**src/design/dpfl_pkg.sv**
```systemverilog
// ----------------------------------------------------------------------------
// dpfl_pkg
// Shared constants, state, command and status types for the distinct prime factor
// lister: controller and datapath.
// ----------------------------------------------------------------------------
package dpfl_pkg;

    localparam int VALUE_BITS  = 16;
    localparam int FIELD_BITS  = 16;
    // working width: the field is cut to the low VW bits, the smaller of VALUE_BITS and FIELD_BITS
    localparam int VW          = (VALUE_BITS < FIELD_BITS) ? VALUE_BITS : FIELD_BITS;
    localparam int SQ_W        = VW + 2;
    localparam int CNT_W       = $clog2(VW + 1);
    localparam int MAX_RESULTS = 6;
    localparam int NCNT_W      = $clog2(MAX_RESULTS + 1);

    typedef enum logic [2:0] {
        ST_IDLE,
        ST_START,
        ST_TEST,
        ST_DIV,
        ST_POST
    } state_t;

    typedef enum logic [1:0] {
        SEL_NONE,
        SEL_DIV,
        SEL_REM
    } sel_t;

    typedef struct packed {
        logic load;
        logic div_start;
        logic rem_update;
        logic next_cand;
        logic emit;
        sel_t sel;
        logic last;
    } cmd_t;

    typedef struct packed {
        logic below_two;
        logic cand_ok;
        logic tail_emit;
        logic rem_zero;
        logic hit;
        logic div_busy;
        logic out_free;
        logic d_last;
    } status_t;

endpackage

```
**src/design/distinct_prime_factor_lister_unit.sv**
```systemverilog
// one number at a time; the next word is taken once the last result is in the output register
// words below two give only the no-factor word; else each candidate d (2 .. sqrt of the cofactor)
// gets a test step and a division, with one extra division per power of d
// reset clears the sequencer, the divider count, the factor count, the hit flag and the valid
// ----------------------------------------------------------------------------
// distinct_prime_factor_lister_unit
// Emits the distinct prime factors of each input word in ascending order,
// the final one marked last; words below two give a single no-factor word.
// ----------------------------------------------------------------------------
module distinct_prime_factor_lister_unit
(
    input  logic                              clk,
    input  logic                              rst_n,
    input  logic                              src_valid,
    output logic                              src_stall,
    input  logic [dpfl_pkg::FIELD_BITS-1:0]   value_in,
    output logic                              dst_valid,
    input  logic                              dst_stall,
    output logic [dpfl_pkg::FIELD_BITS-1:0]   factor,
    output logic                              is_last,
    output logic                              no_factor
);

    dpfl_pkg::cmd_t    cmd;
    dpfl_pkg::status_t st;

    dpfl_ctrl u_ctrl
    (
        .clk       (clk),
        .rst_n     (rst_n),
        .src_valid (src_valid),
        .src_stall (src_stall),
        .st        (st),
        .cmd       (cmd)
    );

    dpfl_datapath u_datapath
    (
        .clk       (clk),
        .rst_n     (rst_n),
        .value_in  (value_in),
        .cmd       (cmd),
        .st        (st),
        .dst_stall (dst_stall),
        .dst_valid (dst_valid),
        .factor    (factor),
        .is_last   (is_last),
        .no_factor (no_factor)
    );

    // a no-factor word is always the only word: marked last, with a zero factor
    assert property (@(posedge clk) disable iff (!rst_n)
        dst_valid && no_factor |-> is_last && (factor == '0))
        else $error("no-factor word not marked last or nonzero");

    // a started division keeps the divider busy in the next cycle
    assert property (@(posedge clk) disable iff (!rst_n)
        cmd.div_start |=> st.div_busy)
        else $error("divider did not start");

    // new words are only taken while the divider is quiet
    assert property (@(posedge clk) disable iff (!rst_n)
        !src_stall |-> !st.div_busy)
        else $error("input taken during a division");

    // emission never overwrites a word still waiting downstream
    assert property (@(posedge clk) disable iff (!rst_n)
        cmd.emit |-> st.out_free)
        else $error("output word overwritten");

endmodule

```
**src/design/dpfl_datapath.sv**
```systemverilog
// ----------------------------------------------------------------------------
// dpfl_datapath
// Working value, candidate divisor and its square, a bit-serial restoring
// divider, the factor count and the output word register.
// ----------------------------------------------------------------------------
module dpfl_datapath
(
    input  logic                              clk,
    input  logic                              rst_n,
    input  logic [dpfl_pkg::FIELD_BITS-1:0]   value_in,
    input  dpfl_pkg::cmd_t                    cmd,
    output dpfl_pkg::status_t                 st,
    input  logic                              dst_stall,
    output logic                              dst_valid,
    output logic [dpfl_pkg::FIELD_BITS-1:0]   factor,
    output logic                              is_last,
    output logic                              no_factor
);

    logic [dpfl_pkg::VW-1:0]          rem_reg,    rem_next;
    logic [dpfl_pkg::VW-1:0]          d_reg,      d_next;
    logic [dpfl_pkg::SQ_W-1:0]        dsq_reg,    dsq_next;
    logic [dpfl_pkg::VW-1:0]          quo_reg,    quo_next;
    logic [dpfl_pkg::VW-1:0]          part_reg,   part_next;
    logic [dpfl_pkg::CNT_W-1:0]       cnt_reg,    cnt_next;
    logic [dpfl_pkg::NCNT_W-1:0]      n_reg,      n_next;
    logic                             hit_reg,    hit_next;
    logic                             valid_reg,  valid_next;
    logic [dpfl_pkg::FIELD_BITS-1:0]  factor_reg, factor_next;
    logic                             last_reg,   last_next;
    logic                             none_reg,   none_next;

    logic [dpfl_pkg::VW:0]            shifted;
    logic [dpfl_pkg::VW:0]            diff;
    logic                             ge;

    // one quotient bit per cycle
    always_comb
    begin
        shifted = {part_reg, quo_reg[dpfl_pkg::VW-1]};
        ge      = (shifted >= {1'b0, d_reg});
        diff    = shifted - {1'b0, d_reg};
    end

    always_comb
    begin
        rem_next    = rem_reg;
        d_next      = d_reg;
        dsq_next    = dsq_reg;
        quo_next    = quo_reg;
        part_next   = part_reg;
        cnt_next    = cnt_reg;
        n_next      = n_reg;
        hit_next    = hit_reg;
        valid_next  = valid_reg;
        factor_next = factor_reg;
        last_next   = last_reg;
        none_next   = none_reg;

        if (cmd.load)
        begin
            rem_next = value_in[dpfl_pkg::VW-1:0];
            d_next   = dpfl_pkg::VW'(2);
            dsq_next = dpfl_pkg::SQ_W'(4);
            n_next   = '0;
            hit_next = 1'b0;
        end

        if (cmd.rem_update)
        begin
            rem_next = quo_reg;
            hit_next = 1'b1;
        end

        if (cmd.div_start)
        begin
            quo_next  = cmd.rem_update ? quo_reg : rem_reg;
            part_next = '0;
            cnt_next  = dpfl_pkg::CNT_W'(dpfl_pkg::VW);
        end
        else if (cnt_reg != '0)
        begin
            part_next = ge ? diff[dpfl_pkg::VW-1:0] : shifted[dpfl_pkg::VW-1:0];
            quo_next  = {quo_reg[dpfl_pkg::VW-2:0], ge};
            cnt_next  = cnt_reg - 1'b1;
        end

        // (d+1)^2 = d^2 + 2d + 1
        if (cmd.next_cand)
        begin
            d_next   = d_reg + 1'b1;
            dsq_next = dsq_reg + dpfl_pkg::SQ_W'({d_reg, 1'b1});
        end

        if (cmd.emit)
        begin
            valid_next = 1'b1;
            last_next  = cmd.last;
            none_next  = (cmd.sel == dpfl_pkg::SEL_NONE);
            unique case (cmd.sel)
                dpfl_pkg::SEL_DIV:
                begin
                    factor_next = dpfl_pkg::FIELD_BITS'(d_reg);
                    n_next      = n_reg + 1'b1;
                    hit_next    = 1'b0;
                end
                dpfl_pkg::SEL_REM:  factor_next = dpfl_pkg::FIELD_BITS'(rem_reg);
                default:            factor_next = '0;
            endcase
        end
        else if (!dst_stall)
        begin
            valid_next = 1'b0;
        end
    end

    always_ff @(posedge clk or negedge rst_n)
    begin
        if (!rst_n)
        begin
            cnt_reg   <= '0;
            n_reg     <= '0;
            hit_reg   <= 1'b0;
            valid_reg <= 1'b0;
        end
        else
        begin
            cnt_reg   <= cnt_next;
            n_reg     <= n_next;
            hit_reg   <= hit_next;
            valid_reg <= valid_next;
        end
    end

    always_ff @(posedge clk)
    begin
        rem_reg    <= rem_next;
        d_reg      <= d_next;
        dsq_reg    <= dsq_next;
        quo_reg    <= quo_next;
        part_reg   <= part_next;
        factor_reg <= factor_next;
        last_reg   <= last_next;
        none_reg   <= none_next;
    end

    always_comb
    begin
        st.below_two = (rem_reg < dpfl_pkg::VW'(2));
        st.cand_ok   = (dsq_reg <= dpfl_pkg::SQ_W'(rem_reg)) &&
                       (n_reg < dpfl_pkg::NCNT_W'(dpfl_pkg::MAX_RESULTS));
        st.tail_emit = (rem_reg > dpfl_pkg::VW'(1)) &&
                       (n_reg < dpfl_pkg::NCNT_W'(dpfl_pkg::MAX_RESULTS));
        st.rem_zero  = (part_reg == '0);
        st.hit       = hit_reg;
        st.div_busy  = (cnt_reg != '0);
        st.out_free  = !valid_reg || !dst_stall;
        // nothing left once this divisor is out, or this word fills the list
        st.d_last    = (rem_reg == dpfl_pkg::VW'(1)) ||
                       (n_reg == dpfl_pkg::NCNT_W'(dpfl_pkg::MAX_RESULTS - 1));
    end

    assign dst_valid = valid_reg;
    assign factor    = factor_reg;
    assign is_last   = last_reg;
    assign no_factor = none_reg;

endmodule

```
**src/design/dpfl_ctrl.sv**
```systemverilog
// ----------------------------------------------------------------------------
// dpfl_ctrl
// Sequencer for trial division: tests each candidate, repeats the division
// while it divides evenly, and schedules the output words.
// ----------------------------------------------------------------------------
module dpfl_ctrl
(
    input  logic               clk,
    input  logic               rst_n,
    input  logic               src_valid,
    output logic               src_stall,
    input  dpfl_pkg::status_t  st,
    output dpfl_pkg::cmd_t     cmd
);

    dpfl_pkg::state_t state_reg, state_next;

    always_ff @(posedge clk or negedge rst_n)
    begin
        if (!rst_n)
        begin
            state_reg <= dpfl_pkg::ST_IDLE;
        end
        else
        begin
            state_reg <= state_next;
        end
    end

    always_comb
    begin
        state_next     = state_reg;
        cmd.load       = 1'b0;
        cmd.div_start  = 1'b0;
        cmd.rem_update = 1'b0;
        cmd.next_cand  = 1'b0;
        cmd.emit       = 1'b0;
        cmd.sel        = dpfl_pkg::SEL_NONE;
        cmd.last       = 1'b0;
        src_stall      = (state_reg != dpfl_pkg::ST_IDLE);

        unique case (state_reg)
            dpfl_pkg::ST_IDLE:
            begin
                if (src_valid)
                begin
                    cmd.load   = 1'b1;
                    state_next = dpfl_pkg::ST_START;
                end
            end
            dpfl_pkg::ST_START:
            begin
                if (!st.below_two)
                begin
                    state_next = dpfl_pkg::ST_TEST;
                end
                else if (st.out_free)
                begin
                    cmd.emit   = 1'b1;
                    cmd.sel    = dpfl_pkg::SEL_NONE;
                    cmd.last   = 1'b1;
                    state_next = dpfl_pkg::ST_IDLE;
                end
            end
            dpfl_pkg::ST_TEST:
            begin
                if (st.cand_ok)
                begin
                    cmd.div_start = 1'b1;
                    state_next    = dpfl_pkg::ST_DIV;
                end
                else if (!st.tail_emit)
                begin
                    state_next = dpfl_pkg::ST_IDLE;
                end
                else if (st.out_free)
                begin
                    // leftover cofactor is prime
                    cmd.emit   = 1'b1;
                    cmd.sel    = dpfl_pkg::SEL_REM;
                    cmd.last   = 1'b1;
                    state_next = dpfl_pkg::ST_IDLE;
                end
            end
            dpfl_pkg::ST_DIV:
            begin
                if (!st.div_busy)
                begin
                    state_next = dpfl_pkg::ST_POST;
                end
            end
            dpfl_pkg::ST_POST:
            begin
                if (st.rem_zero)
                begin
                    // divides evenly: keep the quotient and divide again
                    cmd.rem_update = 1'b1;
                    cmd.div_start  = 1'b1;
                    state_next     = dpfl_pkg::ST_DIV;
                end
                else if (!st.hit)
                begin
                    cmd.next_cand = 1'b1;
                    state_next    = dpfl_pkg::ST_TEST;
                end
                else if (st.out_free)
                begin
                    cmd.emit      = 1'b1;
                    cmd.sel       = dpfl_pkg::SEL_DIV;
                    cmd.last      = st.d_last;
                    cmd.next_cand = 1'b1;
                    state_next    = dpfl_pkg::ST_TEST;
                end
            end
            default:
            begin
                state_next = dpfl_pkg::ST_IDLE;
            end
        endcase
    end

endmodule
```
**config.mk**
```make
export PLATFORM = sky130hd
export DESIGN_NAME = distinct_prime_factor_lister_unit
export DESIGN_NICKNAME = d
export VERILOG_FILES = /design/src/design/dpfl_pkg.sv /design/src/design/distinct_prime_factor_lister_unit.sv /design/src/design/dpfl_datapath.sv /design/src/design/dpfl_ctrl.sv
export SDC_FILE = /design/constraint.sdc
export NUM_CORES = 1
export LEC_CHECK = 0
export ABC_AREA = 1
export BUFFER_PORTS_ARGS = -buffer_cell sky130_fd_sc_hd__buf_2
export CORE_MARGIN = 5
export CORE_UTILIZATION = 63
export DETAILED_ROUTE_END_ITERATION = 8
export PLACE_DENSITY_LB_ADDON = 0.15
export SYNTH_ARGS = -nofsm -noshare
export SYNTH_HDL_FRONTEND = slang
export SYNTH_SLANG_ARGS = --single-unit
```
**constraint.sdc**
```tcl
create_clock -name clk -period 3 [get_ports clk]
set_input_delay 0.6 -clock clk [delete_from_list [all_inputs] [get_ports clk]]
set_output_delay 0.6 -clock clk [all_outputs]
set_load 0.05 [all_outputs]
```
==> flow_metrics.tcl, run 1 <==
set metrics [dict create \
    outcome "finished clean" \
    setup_viol 0 \
    antenna_left 0 \
    postSynth.asyncResetShare_pct 11.5 \
    htree_levels 4 \
    final_cell_mix "346 x nand2_1, 140 x inv_1, 84 x edfxtp_1" \
    layout_commonest_cell "nand2_1" \
    finalHoldViolCount 0 \
    seqPwrFrac_pct 27.0 \
    drt_iter0_markers 606 \
    track_usage_pct 27.3 \
    relSlewSlack_pct 60.5 \
    antenna_found_initial 0 \
    die_w_um 123 \
    slowest_delay_ns 0.52 \
    start_util_pct 64.2 \
    ys_warn_count 0 \
    coreArea_um2 12600 \
    final_area_um2 9130 \
    cts.sinks 113 \
    cp.required_ns 3.23 \
    rsz0062_at_grt "false" \
    cts_setup_buffers 0 \
    cpMaxStageDelayCell "ha_1" \
    synth_area_per_cell_um2 7.72 \
    crit_top_cell "nand2_1" \
    drv_cap 0 \
    grt_overflow 0 \
    cp.arrival_ns 2.95 \
    max-vdd-ir-drop_mv 0.841 \
    cts_tree "done" \
    fmax_mhz 368 \
    die_area_um2 15200 \
    port_buffers 39 \
    insertion_delay_ns 0.42 \
    first_global_vias 6633 \
    syn_to_final_growth_pct 12.7 \
    critical_path.cell_chain "inv_1 > ha_1 > nand2_1 > nor2_2 > nand3_1 > nand3_1 > nand2_1 > nand2_2 > nand3_2 > inv_1 > ha_1 > nand2_1 > a21oi_1" \
    wl_um 19900 \
    setup.worst_path.start_class "flip-flop" \
    maxSlewViolCount 0 \
    period_share_pct 90.5 \
    wl_per_cell_um 15.4 \
    power_density_nw_per_um2 1150 \
    hold_path_class "in -> async" \
    fin_setup_tns_ns 0 \
    dr.pass1.iters 6 \
    die_h_um 123 \
    num_antenna_cells 0 \
    finClkSkew_ns 0.00663 \
    post-route-min-period_ns 2.71 \
    gp_congestion 0.968 \
    synth_seq_cells 113 \
    cp-end-kind "flip-flop" \
    worstSetupPathType "reg -> reg" \
    root_buffer "clkbuf_16" \
    fin_cells 1288 \
    cts.path.max_buffers 2 \
    path_clk_slew_ns 0.06 \
    hpwlAfterDp_um 14700 \
    synth-seq-area-share_pct 39.1 \
    io-pin-count 40 \
    largest_reg_flops 18 \
    internal_power_mw 5.67 \
    synth_area_um2 8100 \
    yosysUniqueCellTypes 49 \
    sw_frac_of_total_pct 45.9 \
    grt_max_degree 36 \
    vias_per_cell 5.47 \
    cp_max_fo 16 \
    grt_pass1_wl_um 32300 \
    combinationalPowerShare_pct 53.0 \
    rows 41 \
    power_mw 10.5 \
    synth-edff-count 84 \
    vias 7048 \
    pwr-share-clk_pct 20.0 \
    nNetsFinal 1181 \
    worst_pin_slew_ns 0.590 \
    drc_errors 0 \
    ys_dominant_reg_cell "edfxtp_1" \
    numCtsBuffers 17 \
    dpl_cell_area_um2 8510 \
    p_leak_nw 4.37 \
    syn-num-nets 1127 \
    synthCells 1049 \
    holdWs_ns 0.0777 \
    drive_gt1_share_pct 16.5 \
    placed_cells 1256 \
    power_switching_mw 4.81 \
]
-- logic make-up (layout without fill, tap and decap cells) --
group | Yosys count | after routing | synth area share (%)
adder cells (fa/ha/maj) | 58 | 58 | 9.14
XOR/XNOR | 16 | 16 | 1.73
AND/OR/NAND/NOR | 558 | 558 | 31.8
AO/OA/AOI/OAI | 131 | 131 | 9.34
flip-flops | 113 | 113 | 39.1
buffers and inverters | 173 | 240 | 8.85
-- cells in the mapped netlist, types with 2 or more instances --
cell type	n	share of area [%]
nor3_1	12	0.74
nand2_4	3	0.42
o21ai_1	4	0.25
o21ai_0	31	1.9
nand2_2	17	1.3
nor2_2	6	0.46
xnor2_1	7	0.76
nand2_1	346	16
edfxtp_1	84	31
fa_1	2	0.49
nand3b_1	4	0.37
buf_2	4	0.25
nor3_2	6	0.74
ha_1	56	8.6
xor2_1	9	0.97
nand4_2	2	0.31
buf_4	3	0.28
or2_2	3	0.23
buf_6	4	0.56
inv_2	10	0.46
a21oi_1	70	4.3
and2_1	2	0.15
inv_1	140	6.5
clkbuf_1	10	0.46
nand3_2	22	2.7
nor2_1	60	2.8
o21bai_1	3	0.28
dfxtp_1	16	4.0
nand4_1	16	1.2
nand3_1	49	3.0
dfrtp_1	13	4.0
nor2_4	3	0.42
a21oi_2	16	1.7
-- cell type report --
| cell class | instances | area, µm² |
|---|---|---|
| clock inverters | 13 | 158 |
| flip-flops and latches | 113 | 3170 |
| fillers | 1033 | 3490 |
| well taps | 172 | 215 |
| inverters | 151 | 572 |
| repair buffers | 57 | 343 |
| multi-input cells | 763 | 4220 |
| clock buffers | 19 | 453 |
-- power groups by stage --
stage | Combinational (mW) | Clock (mW) | Sequential, mW
after floorplan | 4.12 | 0 | 2.94
after global placement | 5.38 | 0 | 2.82
after detailed placement | 5.45 | 0 | 2.83
after CTS | 5.49 | 2.11 | 2.82
after global routing | 6.21 | 2.20 | 2.88
final | 5.55 | 2.10 | 2.83
-- worst max-delay path: cells and delay by family (launching register included) --
kind | cells | cell delay, ns
fa+ha+maj | 2 | 0.82
buf+inv | 2 | 0.20
compound gates | 1 | 0.25
flops | 1 | 0.38
simple gates | 8 | 0.87
-- stage by stage --
step	utilization (%)	setup WS, ns
3_5_place_dp	67.5	0.276
6_report	72.3	0.286
4_1_cts	72.3	0.196
3_3_place_gp	67.5	0.334
5_1_grt	72.3	0.0514
2_1_floorplan	-	0.437
-- per-layer routing --
layer	global-route usage [%]	routed length, µm
met1	37.8	8880
met2	42.9	9150
met4	9.55	465
met5	0	0
met3	5.49	1390
-- worst paths after layout --
kind	startpoint	end	slack (ns)	depth (start not counted)
max in group asynchronous	rst_n	u_datapath.hit_reg$_DFF_PN0_	2.67	1
max reg2reg	u_datapath.rem_reg[5]$_DFFE_PP_	u_datapath.factor[4]$_DFFE_PN_	0.29	13
min reg2reg	u_datapath.part_reg[10]$_SDFFE_PP0P_	u_datapath.part_reg[10]$_SDFFE_PP0P_	0.51	2
min in group clk	value_in[8]	u_datapath.rem_reg[8]$_DFFE_PP_	0.46	3
min	rst_n	u_datapath.n_reg[1]$_DFF_PN0_	0.08	1
max	u_datapath.rem_reg[5]$_DFFE_PP_	u_datapath.factor[4]$_DFFE_PN_	0.29	13
-- timing repair --
action | 4_1_cts | 5_1_grt
hold buffers | 0 | 0
gates resized for setup | 0 | 1
setup endpoints to repair | 0 | 2
(Power assumes the default switching activity.)
==> inputs of run 2 (changes only) <==
--- a/config.mk
+++ b/config.mk
@@ -9,3 +9,2 @@
 export BUFFER_PORTS_ARGS = -buffer_cell sky130_fd_sc_hd__buf_2
-export CORE_MARGIN = 5
 export CORE_UTILIZATION = 63
--- a/constraint.sdc
+++ b/constraint.sdc
@@ -3,2 +3,2 @@
 set_output_delay 0.6 -clock clk [all_outputs]
-set_load 0.05 [all_outputs]
+set_load 0.01 [all_outputs]
==> flow_metrics.tcl, run 2 (synthesized netlist as in run 1, its figures left out) <==
set metrics [dict create \
    outcome "finished clean" \
    syn_to_final_growth_pct 12.5 \
    final_area_um2 9120 \
    wl_um 20200 \
    grt_max_degree 36 \
    io-pin-count 40 \
    rows 41 \
    die_h_um 115 \
    finClkSkew_ns 0.00596 \
    cts_setup_buffers 0 \
    pwr-share-clk_pct 20.2 \
    setup_viol 0 \
    path_clk_slew_ns 0.06 \
    ctsResizeCount 0 \
    fin_util_pct 72.5 \
    p_leak_nw 4.37 \
    gp_congestion 0.972 \
    die_area_um2 13300 \
    insertion_delay_ns 0.43 \
    cp_max_fo 16 \
    worstReg2RegStart "u_datapath.rem_reg[13]$_DFFE_PP_" \
    rr_endpoint "u_datapath.n_reg[1]$_DFF_PN0_" \
    antenna_left 0 \
    antenna_found_initial 0 \
    port_buffers 39 \
    sw_frac_of_total_pct 45.1 \
    worst_pin_slew_ns 0.578 \
    power_mw 10.2 \
    numCtsBuffers 17 \
    nNetsFinal 1182 \
    worstSetupPathType "reg -> reg" \
    root_buffer "clkbuf_16" \
    cts.path.max_buffers 2 \
    coreArea_um2 12600 \
    fin_setup_tns_ns 0 \
    drt_iter0_markers 674 \
    hold_path_class "in -> async" \
    drive_gt1_share_pct 16.3 \
    period_share_pct 89.0 \
    track_usage_pct 31.9 \
    post-route-min-period_ns 2.67 \
    finalHoldViolCount 0 \
    fin_cells 1289 \
    seqPwrFrac_pct 27.6 \
    hpwlAfterDp_um 14800 \
    fmax_mhz 375 \
    htree_levels 4 \
    final_cell_mix "346 x nand2_1, 140 x inv_1, 84 x edfxtp_1" \
    grt_overflow 0 \
    r2r_cells 13 \
    maxSlewViolCount 0 \
    cp.required_ns 3.36 \
    placed_cells 1257 \
    rsz0062_at_grt "false" \
    vias 7137 \
    setup.worst_path.start_class "flip-flop" \
    cts_hold_buf 0 \
    fillCellCount 998 \
    drc_errors 0 \
    power_switching_mw 4.63 \
    max-vdd-ir-drop_mv 0.759 \
    dpl_worst_slack_ns 0.381 \
    worst_slack_ns 0.331 \
    first_global_vias 6605 \
    dpl_cell_area_um2 8520 \
    dr.pass1.iters 5 \
    ff2ff_setup_slack_ns 0.33 \
    cts_tree "done" \
    vias_per_cell 5.54 \
    largest_reg_flops 18 \
    die_w_um 115 \
    internal_power_mw 5.62 \
    drv_cap 0 \
    power_density_nw_per_um2 1120 \
    layout_commonest_cell "nand2_1" \
    combinationalPowerShare_pct 52.2 \
    relSlewSlack_pct 61.5 \
    num_antenna_cells 0 \
    start_util_pct 64.5 \
    cp.arrival_ns 3.03 \
    cts.sinks 113 \
    grt_pass1_wl_um 31800 \
    cp-end-kind "flip-flop" \
    holdWs_ns 0.0491 \
    wl_per_cell_um 15.7 \
]
run 2: power by group through the flow:
| stage | clock, mW | combinational [mW] | sequential [mW] |
|---|---|---|---|
| floorplan | 0 | 4.09 | 2.77 |
| global placement | 0 | 5.17 | 2.82 |
| detailed placement | 0 | 5.25 | 2.83 |
| CTS | 2.08 | 5.30 | 2.82 |
| global route | 2.13 | 6.00 | 2.88 |
| finish | 2.07 | 5.36 | 2.82 |
run 2: worst max-delay path by stage:
stage | from | slack, ns | end | cells past startpoint
3_3_place_gp | dst_stall | 0.50 | u_datapath.factor[11]$_DFFE_PN_ | 7
3_5_place_dp | u_datapath.rem_reg[13]$_DFFE_PP_ | 0.38 | u_datapath.n_reg[1]$_DFF_PN0_ | 13
5_1_grt | u_datapath.rem_reg[13]$_DFFE_PP_ | 0.13 | u_datapath.factor[11]$_DFFE_PN_ | 11
6_report | u_datapath.rem_reg[13]$_DFFE_PP_ | 0.33 | u_datapath.n_reg[1]$_DFF_PN0_ | 13
4_1_cts | u_datapath.rem_reg[13]$_DFFE_PP_ | 0.35 | u_datapath.n_reg[1]$_DFF_PN0_ | 13
2_1_floorplan | u_datapath.rem_reg[9]$_DFFE_PP_ | 0.44 | u_datapath.quo_reg[0]$_DFFE_PP_ | 10
run 2: per-layer routing:
layer | vias up | share of wire, % | track usage [%]
li1 | 3529 | - | -
met1 | 3320 | 43 | 40.6
met2 | 239 | 47 | 51.4
met3 | 49 | 6.5 | 6.91
met4 | 0 | 3.1 | 15.8
met5 | - | 0 | 0
run 2: worst max-delay path: stages, from the launching register on:
cell and delay (ns):
edfxtp_1 0.41, inv_1 0.12, ha_1 0.25, a21oi_1 0.16
o21ai_0 0.10, a21oi_1 0.20, nand2_2 0.10, nand3_2 0.20
ha_1 0.31, buf_4 0.25, inv_1 0.10, o21ai_0 0.22
nand2_1 0.09, nand2_1 0.09
run 2: area by class of cell:
class | instances | area, µm² | area share, %
clock buffers | 19 | 433 | 4.75
clock inverters | 13 | 161 | 1.77
inverters | 151 | 572 | 6.27
multi-input cells | 763 | 4220 | 46.3
flip-flops and latches | 113 | 3170 | 34.8
well taps | 172 | 215 | 2.36
repair buffers | 58 | 350 | 3.84
==> inputs of run 3 (changes only) <==
- CORE_MARGIN: default -> 2
==> flow_metrics.tcl, run 3 (synthesized netlist as in run 1, its figures left out) <==
set metrics [dict create \
    outcome "finished clean" \
    hpwlAfterDp_um 15000 \
    rsz0062_at_grt "false" \
    first_global_vias 6860 \
    io-pin-count 40 \
    ctsResizeCount 0 \
    rows 41 \
    port_buffers 39 \
    cp.arrival_ns 2.94 \
    rr_endpoint "u_datapath.factor[14]$_DFFE_PN_" \
    gp_congestion 0.994 \
    antenna_left 0 \
    worstReg2RegStart "u_datapath.rem_reg[15]$_DFFE_PP_" \
    grt_overflow 0 \
    path_depth 11 \
    cts_setup_buffers 0 \
    largest_reg_flops 18 \
    maxSlewViolCount 0 \
    finClkSkew_ns 0.0103 \
    ff2ff_setup_slack_ns 0.32 \
    slowest_delay_ns 0.51 \
    drc_errors 0 \
    wl_um 20400 \
    syn_to_final_growth_pct 13.2 \
    holdWs_ns 0.0497 \
    cts_hold_buf 0 \
    crit_family "simple AND/OR/NAND/NOR gates" \
    fin_setup_tns_ns 0 \
    insertion_delay_ns 0.43 \
    coreArea_um2 12600 \
    hold_path_class "in -> async" \
    cp.required_ns 3.26 \
    cts.path.max_buffers 2 \
    vias 7191 \
    relSlewSlack_pct 62.5 \
    num_antenna_cells 0 \
    critPathLaunch "u_datapath.rem_reg[15]$_DFFE_PP_" \
    die_area_um2 13800 \
    period_share_pct 89.4 \
    grt_pass1_wl_um 33900 \
    cts.sinks 113 \
    root_buffer "clkbuf_16" \
    numCtsBuffers 17 \
    cpMaxStageDelayCell "ha_1" \
    drv_cap 0 \
    dr.pass1.iters 5 \
    layout_commonest_cell "nand2_1" \
    drive_gt1_share_pct 16.5 \
    nNetsFinal 1184 \
    cp-end-kind "flip-flop" \
    start_util_pct 64.5 \
    p_leak_nw 4.41 \
    max-vdd-ir-drop_mv 0.973 \
    finalHoldViolCount 0 \
    antenna_found_initial 0 \
    path_clk_slew_ns 0.06 \
    worst_pin_slew_ns 0.562 \
    final_cell_mix "346 x nand2_1, 140 x inv_1, 84 x edfxtp_1" \
    post-route-min-period_ns 2.68 \
    setup.worst_path.start_class "flip-flop" \
    worstSetupPathType "reg -> reg" \
    drt_iter0_markers 669 \
    die_w_um 117 \
    crit_path_end "u_datapath.factor[14]$_DFFE_PN_" \
    fmax_mhz 373 \
    cp.buffers_inverters 2 \
    critical_path.cell_chain "inv_1 > ha_1 > nand3_2 > nor3_2 > nand2_1 > nand2_2 > nand3_2 > inv_1 > ha_1 > nand2_1 > a21oi_1" \
    die_h_um 117 \
    vias_per_cell 5.57 \
    setup_viol 0 \
    grt_max_degree 36 \
    track_usage_pct 31.1 \
    cts_tree "done" \
    cp_max_fo 16 \
    wl_per_cell_um 15.8 \
    r2r_cells 11 \
    power_density_nw_per_um2 1130 \
    htree_levels 4 \
]
-- run 3: cell types whose count changed in the layout (fill, tap and decap cells not counted), sizes merged --
cell / change
buf: +2
clkinvlp: -4
clkbuf: -2
clkinv: +5
bufinv: +1
-- run 3: final cells by class --
| cell class | count | area, µm² |
|---|---|---|
| Multi-Input combinational cell | 763 | 4220 |
| Fill cell | 963 | 3400 |
| Sequential cell | 113 | 3170 |
| Inverter | 151 | 572 |
| Clock buffer | 17 | 425 |
| Timing Repair Buffer | 60 | 365 |
| Tap cell | 172 | 215 |
| Clock inverter | 15 | 208 |
-- run 3: per-stage QoR --
step / cell area (µm²) / util [%] / power [mW] / std cells / worst slack [ns]
5_1_grt: 9170 / 73.0 / 11.2 / 1291 / 0.124
6_report: 9170 / 73.0 / 10.4 / 1291 / 0.317
2_1_floorplan: 8100 / - / 6.86 / 1049 / 0.437
3_3_place_gp: 8540 / 67.9 / 8.00 / 1259 / 0.479
3_5_place_dp: 8540 / 67.9 / 8.14 / 1259 / 0.395
4_1_cts: 9170 / 73.0 / 10.4 / 1291 / 0.355
-- run 3: routing by layer --
layer	wire, µm	part of all wire, %	global-route usage [%]
met5	0	0	0
met2	9970	49	51.8
met1	8680	42	40.7
met4	391	1.9	10.2
met3	1400	6.8	6.57
-- run 3: power by group --
part / switching [mW] / total (mW) / internal [mW]
sequential: 0.416 / 2.82 / 2.40
combinational: 3.48 / 5.40 / 1.92
clock: 0.782 / 2.18 / 1.40
-- run 3: worst min-delay path by stage --
stage	end	slack [ns]	cells after the start
after floorplan	u_ctrl.state_reg[0]$_DFFE_PN0P_	0.30	0
after detailed placement	u_datapath.part_reg[7]$_SDFFE_PP0P_	0.49	2
final	u_datapath.cnt_reg[1]$_DFFE_PN0P_	0.05	1
after global placement	u_datapath.part_reg[8]$_SDFFE_PP0P_	0.49	2
after CTS	u_datapath.cnt_reg[4]$_DFFE_PN0P_	0.05	1
after global routing	u_datapath.cnt_reg[4]$_DFFE_PN0P_	0.06	1
